### config.mk
export PLATFORM = sky130hd
export DESIGN_NAME = pcbn_back
export DESIGN_NICKNAME = d
export VERILOG_FILES = /design/src/hw/rtl/pcbn_pkg.sv /design/src/hw/rtl/pcbn_back.sv
export SDC_FILE = /design/constraint.sdc
export NUM_CORES = 1
export LEC_CHECK = 0
export BUFFER_PORTS_ARGS = -buffer_cell sky130_fd_sc_hd__buf_4
export CORE_ASPECT_RATIO = 1.5
export CORE_MARGIN = 1.5
export CORE_UTILIZATION = 45
export DETAILED_ROUTE_END_ITERATION = 7
export PLACE_DENSITY = 0.71
export SETUP_SLACK_MARGIN = 0.2
export SYNTH_ARGS = -nofsm -noshare
export SYNTH_HDL_FRONTEND = slang
export SYNTH_SLANG_ARGS = --single-unit
export TNS_END_PERCENT = 30
### constraint.sdc
create_clock -name i_clk -period 12 [get_ports i_clk]
set_input_delay 0.6 -clock i_clk [delete_from_list [all_inputs] [get_ports i_clk]]
set_output_delay 0.6 -clock i_clk [all_outputs]
set_load 0.02 [all_outputs]
### src/hw/rtl/pcbn_pkg.sv
// ----------------------------------------------------------------------------
// pcbn_pkg
// shared types and constants of the point cloud box normalizer
// ----------------------------------------------------------------------------
`timescale 1ns / 1ps
`default_nettype none
package pcbn_pkg;

    localparam int MAX_POINTS_DEF = 1024;
    localparam int COORD_BITS_DEF = 32;
    localparam int FRAC_OUT       = 30;
    localparam int OUT_BITS       = 32;

    localparam logic CMD_LOAD = 1'b0;
    localparam logic CMD_READ = 1'b1;

    typedef enum logic [1:0] {
        ST_OK       = 2'd0,
        ST_EMPTY    = 2'd1,
        ST_ZERO_EXT = 2'd2,
        ST_FULL     = 2'd3
    } t_status;

    typedef enum logic [1:0] {
        BK_IDLE,
        BK_FETCH,
        BK_DIV,
        BK_OUT
    } t_bk_state;

endpackage
`default_nettype wire

### src/hw/rtl/pcbn_back.sv
// ----------------------------------------------------------------------------
// pcbn_back
// fetches a stored point and divides its three axes with one shared divider
// ----------------------------------------------------------------------------
`timescale 1ns / 1ps
`default_nettype none
module pcbn_back import pcbn_pkg::*; #(
    parameter int MAX_POINTS = MAX_POINTS_DEF,
    parameter int COORD_BITS = COORD_BITS_DEF,
    localparam int AW = $clog2(MAX_POINTS),
    localparam int IW = (COORD_BITS < 32) ? COORD_BITS : 32
) (
    input  wire  logic                 i_clk,
    input  wire  logic                 i_rst_n,
    input  wire  logic                 i_job_valid,
    output logic                       o_job_ready,
    input  wire  logic                 i_job_read,
    input  wire  logic [AW-1:0]        i_job_idx,
    input  wire  logic                 i_job_last,
    input  wire  t_status              i_job_status,
    input  wire  logic signed [IW:0]   i_job_sum [3],
    input  wire  logic [IW:0]          i_job_ext,
    output logic [AW-1:0]              o_rd_addr,
    input  wire  logic signed [IW-1:0] i_rd_data [3],
    output logic                       o_valid,
    input  wire  logic                 i_ready,
    output logic [OUT_BITS-1:0]        o_norm [3],
    output logic                       o_last,
    output t_status                    o_status
);
    localparam int NW = IW + 2;
    localparam int SW = $clog2(FRAC_OUT + 1);

    t_bk_state r_state, n_state;
    logic [1:0]            r_axis;
    logic [SW-1:0]         r_step;
    logic [NW:0]           r_rem;
    logic [NW:0]           r_den;
    logic [FRAC_OUT-1:0]   r_q;
    logic [2:0]            r_neg;
    logic signed [NW-1:0]  r_num [3];
    logic signed [IW:0]    r_sum [3];
    logic [AW-1:0]         r_idx;
    logic                  r_out_valid;
    logic [OUT_BITS-1:0]   r_norm [3];
    logic                  r_last;
    t_status               r_status;

    logic                  take;
    logic                  out_free;
    logic [NW:0]           sh;
    logic [NW-1:0]         mag;

    assign out_free    = !r_out_valid || i_ready;
    assign o_job_ready = (r_state == BK_IDLE) && out_free;
    assign take        = i_job_valid && o_job_ready;
    assign o_rd_addr   = take ? i_job_idx : r_idx;
    assign sh          = {r_rem[NW-1:0], 1'b0};
    assign mag         = r_num[r_axis][NW-1] ? NW'(-r_num[r_axis]) : NW'(r_num[r_axis]);

    always_comb begin
        n_state = r_state;
        unique case (r_state)
            BK_IDLE:  if (take && i_job_read) n_state = BK_FETCH;
            BK_FETCH: n_state = BK_DIV;
            BK_DIV:   if (r_step == SW'(FRAC_OUT) && r_axis == 2'd2) n_state = BK_OUT;
            BK_OUT:   if (out_free) n_state = BK_IDLE;
            default:  n_state = BK_IDLE;
        endcase
    end

    always_ff @(posedge i_clk) begin
        if (!i_rst_n) begin
            r_state     <= BK_IDLE;
            r_out_valid <= 1'b0;
        end else begin
            r_state <= n_state;
            if (r_out_valid && i_ready) r_out_valid <= 1'b0;
            if (take && !i_job_read) r_out_valid <= 1'b1;
            if (r_state == BK_OUT && out_free) r_out_valid <= 1'b1;
        end
    end

    always_ff @(posedge i_clk) begin
        if (take) begin
            r_idx    <= i_job_idx;
            r_last   <= i_job_last;
            r_status <= i_job_status;
            r_sum    <= i_job_sum;
            r_den    <= (NW+1)'({i_job_ext, 1'b0});
            if (!i_job_read) begin
                for (int a = 0; a < 3; a++) r_norm[a] <= '0;
            end
        end
        unique case (r_state)
            BK_FETCH: begin
                for (int a = 0; a < 3; a++)
                    r_num[a] <= NW'($signed({i_rd_data[a], 1'b0})) - NW'(r_sum[a]);
                r_axis <= 2'd0;
                r_step <= '0;
            end
            BK_DIV: begin
                if (r_step == '0) begin
                    r_rem <= (NW+1)'(mag);
                    r_q   <= '0;
                    r_neg[r_axis] <= r_num[r_axis][NW-1];
                    r_step <= r_step + SW'(1);
                end else begin
                    if (sh >= r_den) begin
                        r_rem <= sh - r_den;
                        r_q   <= {r_q[FRAC_OUT-2:0], 1'b1};
                    end else begin
                        r_rem <= sh;
                        r_q   <= {r_q[FRAC_OUT-2:0], 1'b0};
                    end
                    if (r_step == SW'(FRAC_OUT)) begin
                        r_step <= '0;
                        r_axis <= r_axis + 2'd1;
                    end else begin
                        r_step <= r_step + SW'(1);
                    end
                end
                if (r_step != '0 && r_step == SW'(FRAC_OUT)) begin
                    if (sh >= r_den)
                        r_norm[r_axis] <= r_neg[r_axis] ?
                            OUT_BITS'(-{2'b0, r_q[FRAC_OUT-2:0], 1'b1}) :
                            OUT_BITS'({2'b0, r_q[FRAC_OUT-2:0], 1'b1});
                    else
                        r_norm[r_axis] <= r_neg[r_axis] ?
                            OUT_BITS'(-{2'b0, r_q[FRAC_OUT-2:0], 1'b0}) :
                            OUT_BITS'({2'b0, r_q[FRAC_OUT-2:0], 1'b0});
                end
            end
            default: ;
        endcase
    end

    assign o_valid  = r_out_valid;
    assign o_norm   = r_norm;
    assign o_last   = r_last;
    assign o_status = r_status;
endmodule
`default_nettype wire

==> metrics.yaml, run 1 <==
worstHoldStart: "i_job_ext[26]"
place_congestion: 0.905
instances_no_fill: 3314
antenna_found_initial: 2
crit_path_end_kind: "register"
syn_inst: 2276
cap_violations: 0
crit_family: "simple AND/OR/NAND/NOR gates"
postCtsHoldBufs: 0
cts_resized: 0
leakagePower_nw: 11.7
yosys-top-cells-area: "edfxtp_1, dfxtp_1, ha_1"
startpoint_type: "register"
cts_tree: "done"
path_clk_slew_ns: 0.06
synth_most_common_cell: "edfxtp_1"
hold-worst-slack_ns: 0.190
io_pins: 357
min_period_ns: 4.06
max_freq_ghz: 0.246
coreArea_um2: 51600
rsz0062_at_grt: "false"
clk_path_buf_depth: 3
run_status: "completed"
synth-seq-cells: 421
initial_utilization_pct: 45.4
synth_flop_cell: "edfxtp_1"
grt.total_usage_pct: 21.7
drtIter0Drc: 992
via_per_inst: 5.43
grt.overflow.total: 0
hp-class: "in2reg"
cts_sinks: 421
slowest_stage: "nor4_4"
die_area_um2: 53500
route.detailed.drc: 0
syn_nets: 2667
yosysSeqAreaShare_pct: 49.2
avgSynthCellArea_um2: 10.3
grt_pass1_vias: 17900
grt_pass1_wl_um: 91900
dpl.cell_count: 3238
ys_async_sr_fraction_pct: 0
fp.dieH_um: 282
critPathRequiredTime_ns: 12.41
worst_slew_pin_slew_ns: 1.16
clock_latency_ns: 0.59
skew_ns: 0.0272
hold_viol: 0
numCtsBuffers: 43
cp_max_fo: 36
ant_nets: 0
critPathMaxStageDelay_ns: 0.50
cts_setup_buffers: 0
crit_buf_inv: 1
fill_cells: 4648
finalCritPeriodShare_pct: 33.8
rows: 102
synthTopCellsByCount: "edfxtp_1, nand2_1, inv_1, a21oi_1, o21ai_0"
synth_top_cell_area_share_pct: 39.7
vias: 18000
p_per_area_nw_per_um2: 211
htree_num_levels: 2
synth_edf_count: 310
synth_cell_type_count: 89
crit_path_cell_trace: "buf_4 -> mux2_2 -> mux2i_1 -> ha_1 -> nor4b_2 -> o211ai_2 -> nor4_4 -> nand4_2 -> o41ai_2 -> xnor2_1 -> nor2_1 -> a211oi_1"
drt_wl_total_um: 59500
vdd_drop_max_mv: 0.132
synthToLayoutAreaGrowth_pct: 19.9
path_class: "reg2reg"
drt-pass1-iter-count: 5
max-slew-margin-rel_pct: 22.2
cts_root_buf: "clkbuf_16"
place_hpwl_um: 45500
finalMaxSlewViolations: 0
port_buffers: 356
drive_above_1_share_pct: 18.5
die_x_um: 189
fin_setup_tns_ns: 0
finalNetCount: 2998
yosysTopAreaCell: "edfxtp_1"
wire_per_inst_um: 17.9
synth_warnings: 0
crit_arrival_ns: 4.47
grt_max_degree: 91
synth_area_um2: 23400
final-setup-viol-count: 0
## layout make-up
cell class	count	area, um^2	share of cell area [%]
tap	676	846	3.01
inverter	177	669	2.38
antenna	1	2.50	0.00891
timing repair buffer	368	2760	9.84
clock inverter	16	160	0.570
multi-input combinational	1596	10900	38.7
clock buffer	59	1240	4.42
sequential	421	11500	41.1
## worst register-to-register path: stages, from the launching register on
cell and delay (ns):
dfxtp_2 0.31, buf_4 0.44, mux2_2 0.48, mux2i_1 0.35, ha_1 0.26, nor4b_2 0.29, o211ai_2 0.22, nor4_4 0.50
nand4_2 0.24, o41ai_2 0.27, xnor2_1 0.19, nor2_1 0.09, a211oi_1 0.22
## report_power, final
group	internal, mW	switching [mW]
combinational	0.948	1.46
clock	0.771	0.572
sequential	2.05	0.130
total	3.76	2.16
## state kept, by name, indices dropped and copies added (netlist names), named ones only
register and count:
r_sum 99, o_last 1, r_den 33, r_num 102, r_axis 2, o_norm 96, r_state 2, r_idx 10
r_neg 3, r_q 29, r_rem 34, r_step 5, o_valid 1, o_status 2
## final timing paths
kind / end / slack, ns / cells after the start
max: r_rem[32]$_DFFE_PP_ / 7.94 / 12
min: r_den[27]$_DFFE_PP_ / 0.19 / 1
max reg2reg: r_rem[32]$_DFFE_PP_ / 7.94 / 12
min reg2reg: r_idx[8]$_DFF_P_ / 0.45 / 2
## metal layers
metal	share of wire (%)	vias to the layer above	track usage (%)	wire length [um]
met4	4.2	2	9.71	2480
li1	-	8901	-	-
met2	51	572	40.3	30500
met1	40	8396	24.6	23700
met5	0.015	-	0	9
met3	4.8	132	3.18	2850
## cells in the final DEF (no fill, tap or decap), types with 28 or more instances in the layout
master,instances
mux2i_1,41
ha_1,139
buf_4,368
clkbuf_16,46
inv_1,175
xnor2_1,118
o21ai_0,152
a21oi_1,174
nor3_1,48
a31oi_1,28
a211oi_1,28
edfxtp_1,310
xor2_1,47
a21o_1,46
nor2_1,134
nand3_1,34
nor2b_1,30
and2_1,33
nand2_1,218
dfxtp_1,110
## stage by stage
step                power [mW]  cell area [um^2]  util [%]  worst slack (ns)
global route              6.30             28100      54.5              7.64
CTS                       5.96             28100      54.5              7.91
global placement          4.53             26700      51.7              8.03
floorplan                 4.02             23400         -              5.93
finish                    5.92             28100      54.5              7.94
detailed placement        4.60             26700      51.7              7.93
## cells by family (layout without fill, tap and decap cells)
| logic type | after synthesis | count (layout) | share of synthesized area, % |
|---|---|---|---|
| AND/OR/NAND/NOR | 614 | 614 | 12.6 |
| buffers and inverters | 259 | 620 | 4.67 |
| multiplexers | 62 | 62 | 2.81 |
| XOR/XNOR | 165 | 165 | 6.17 |
| adder cells (fa/ha/maj) | 145 | 145 | 7.87 |
| other | 0 | 1 | 0 |
| AO/OA/AOI/OAI | 610 | 610 | 16.7 |
| flip-flops | 421 | 421 | 49.2 |
(Power assumes the default switching activity.)
==> inputs of run 2 (changes only) <==
--- a/config.mk
+++ b/config.mk
@@ -10,7 +10,7 @@
 export CORE_MARGIN = 1.5
 export CORE_UTILIZATION = 45
 export DETAILED_ROUTE_END_ITERATION = 7
-export PLACE_DENSITY = 0.71
+export PLACE_DENSITY = 0.73
 export SETUP_SLACK_MARGIN = 0.2
 export SYNTH_ARGS = -nofsm -noshare
 export SYNTH_HDL_FRONTEND = slang
==> constraint.sdc (replaced) <==
create_clock -name i_clk -period 3.4 [get_ports i_clk]
set_input_delay 0.17 -clock i_clk [delete_from_list [all_inputs] [get_ports i_clk]]
set_output_delay 0.17 -clock i_clk [all_outputs]
set_load 0.02 [all_outputs]
==> run 2 against run 1 <==
  * Count of clock-buffer cells in the layout fell by 3
  * Die area did not move
  * First-iteration DRC count fell by 1.4%
  * Clock skew fell by 0.0013 ns
  * Flip-flop and latch count did not move
  * Critical endpoint is now r_rem[13]$_DFFE_PP_
  * Worst setup slack got worse by 7.8 ns
  * Critical path depth did not move
  * Non-clock buffer count rose by 226
  * Routed wire length rose by 8.1%
  * Total power rose to 3.7 times the previous value
==> metrics.yaml, run 2 (same netlist as run 1, synthesis figures left out) <==
run_status: "completed"
min_path_cells: 3  # +2
rsz0062_at_grt: "true"
drive_above_1_share_pct: 21.1  # +2.6 points
fill_cells: 4246  # -8.6%
vias: 19300  # +7.3%
final_cell_mix: "buf_4, edfxtp_1, nand2_1"
place_congestion: 0.943  # +4.1%
die_x_um: 189  # unchanged
cap_violations: 0  # unchanged
antenna_found_initial: 1  # -1
finalMaxSlewViolations: 0  # unchanged
worst_slack_ns: 0.163  # -7.78 ns
finalInstanceArea_um2: 30600  # +8.8%
initial_utilization_pct: 45.4  # unchanged
clock_latency_ns: 0.59  # about the same
dpl-instance-area_um2: 27100  # +1.7%
worst-r2r-setup-slack_ns: 0.16  # -7.78 ns
dpl.cell_count: 3292  # +1.7%
leakagePower_nw: 12.8  # +9.4%
grt.overflow.total: 0  # unchanged
power.total_mw: 22.1  # +270%
fp.dieH_um: 282  # unchanged
hold_viol: 0  # unchanged
whs_endpoint: "o_valid$_SDFFE_PN0P_"
fin_util_pct: 59.3  # +4.8 points
crit_arrival_ns: 3.53  # -0.94 ns
cts_sinks: 421  # unchanged
cts_root_buf: "clkbuf_16"
drt-pass1-iter-count: 5  # unchanged
rows: 102  # unchanged
instances_no_fill: 3544  # +6.9%
r2r-start: "r_rem[6]$_DFFE_PP_"
cp_max_fo: 15  # -58%
crit_path_end_kind: "register"
final-setup-viol-count: 0  # unchanged
finalCritPeriodShare_pct: 95.2  # +61 points
port_buffers: 356  # unchanged
grt_max_degree: 86  # -5.5%
hold-worst-slack_ns: 0.0461  # -0.144 ns
largest_register_ffs: 102  # unchanged
route.detailed.drc: 0  # unchanged
min_period_ns: 3.24  # -0.820 ns
drt_wl_total_um: 64300  # +8.1%
p_sw_share_pct: 36.4  # -0.098 points
grt_pass1_vias: 19400  # +8.7%
clk_path_buf_depth: 3  # unchanged
internal-power_mw: 14.1  # +270%
grt_pass1_wl_um: 98700  # +7.5%
die_area_um2: 53500  # unchanged
worstRegToRegCells: 12  # unchanged
grt.total_usage_pct: 23.2  # +1.5 points
seqPwrFrac_pct: 34.8  # -1.9 points
io_pins: 357  # unchanged
ant_nets: 0  # unchanged
vdd_drop_max_mv: 0.491  # +270%
synthToLayoutAreaGrowth_pct: 30.4
path_class: "reg2reg"
place_hpwl_um: 47000  # +3.3%
cts_tree: "done"
coreArea_um2: 51600  # unchanged
combPwrFrac_pct: 42.9  # +2.3 points
path_clk_slew_ns: 0.06  # about the same
critPathRequiredTime_ns: 3.69  # -8.72 ns
clkPwrFrac_pct: 22.4  # -0.3 points
antennaDiodeCount: 0  # -1
max-slew-margin-rel_pct: 40.1  # +18 points
switching_power_mw: 8.05  # +270%
worst_slew_pin_slew_ns: 0.898  # -0.262 ns
wire_per_inst_um: 18.1  # +1.1%
worstHoldStart: "i_ready"
via_per_inst: 5.45  # +0.33%
p_per_area_nw_per_um2: 725  # +240%
startpoint_type: "register"
htree_num_levels: 2  # unchanged
mostFrequentLayoutCell: "buf_4"
max_freq_ghz: 0.309  # +25%
fin_setup_tns_ns: 0  # unchanged
finalNetCount: 3225  # +7.6%
regMostFlops: "r_num"
drtIter0Drc: 978  # -1.4%
rr_endpoint: "r_rem[13]$_DFFE_PP_"
skew_ns: 0.0260  # -0.00126 ns
detailedPlace.worstSlack_ns: 0.0250  # -7.91 ns
numCtsBuffers: 44  # +2.3%
hp-class: "in2reg"
==> run 2: changes by cell type in the layout (fill, tap and decap cells not counted), moves of 4 or more <==
cell / change
buf_4: +67
o21ai_1: +4
mux2i_1: -4
buf_12: +4
o21ai_0: -6
dlygate4sd3_1: +146
mux2i_2: +4
==> run 2: worst max-delay path by stage <==
stage	startpoint	to	slack, ns	cells after the start
6_report	r_rem[6]$_DFFE_PP_	r_rem[13]$_DFFE_PP_	0.16	12
5_1_grt	r_rem[6]$_DFFE_PP_	r_rem[32]$_DFFE_PP_	0.06	12
4_1_cts	register	r_rem[32]$_DFFE_PP_	0.17	10
3_5_place_dp	register	r_rem[32]$_DFFE_PP_	0.02	11
3_3_place_gp	r_sum[0]$_DFFE_PP_	r_num[2][32]$_DFFE_PN_	0.16	10
2_1_floorplan	r_state[0]$_SDFFE_PN0P_	o_norm[79]$_DFF_P_	-0.02	7
==> run 2: final cells by class <==
class                   count  area (um^2)  area share [%]
clock buffers              56         1190            3.90
clock inverters            24          280           0.917
inverters                 177          677            2.22
multi-input cells        1596        11000            36.1
flip-flops and latches    421        11500            37.7
well taps                 676          846            2.77
repair buffers            594         4980            16.3
==> run 2: power by group through the flow <==
| stage | sequential, mW | combinational, mW | clock, mW |
|---|---|---|---|
| finish | 7.70 | 9.49 | 4.95 |
| global route | 7.80 | 10.4 | 5.24 |
| floorplan | 7.66 | 6.43 | 0 |
| CTS | 7.69 | 9.10 | 5.06 |
| global placement | 7.76 | 8.64 | 0 |
| detailed placement | 7.79 | 8.83 | 0 |
==> run 2: timing repair <==
item,4_1_cts,5_1_grt
pin swaps,6,8
endpoints found under the hold margin,148,0
hold buffers,146,0
cloned,1,4
endpoints found under the setup margin,68,136
resized for setup,6,53
setup buffers,3,18
==> run 2: worst max-delay path: stages (launching register included) <==
cell       delay, ns
edfxtp_1        0.44
ha_4            0.29
a21o_1          0.19
a221o_1         0.37
o21ai_2         0.24
nand2_2         0.09
o21a_1          0.23
nor3_4          0.37
buf_4           0.20
clkbuf_16       0.19
nor2_1          0.06
a211oi_1        0.23
a21oi_1         0.06
==> run 2: per-layer routing <==
layer / global-route usage (%) / wire [um]
met5: 0 / 10
met4: 11.8 / 3270
met3: 3.56 / 3300
met2: 43.5 / 33500
met1: 25.2 / 24200
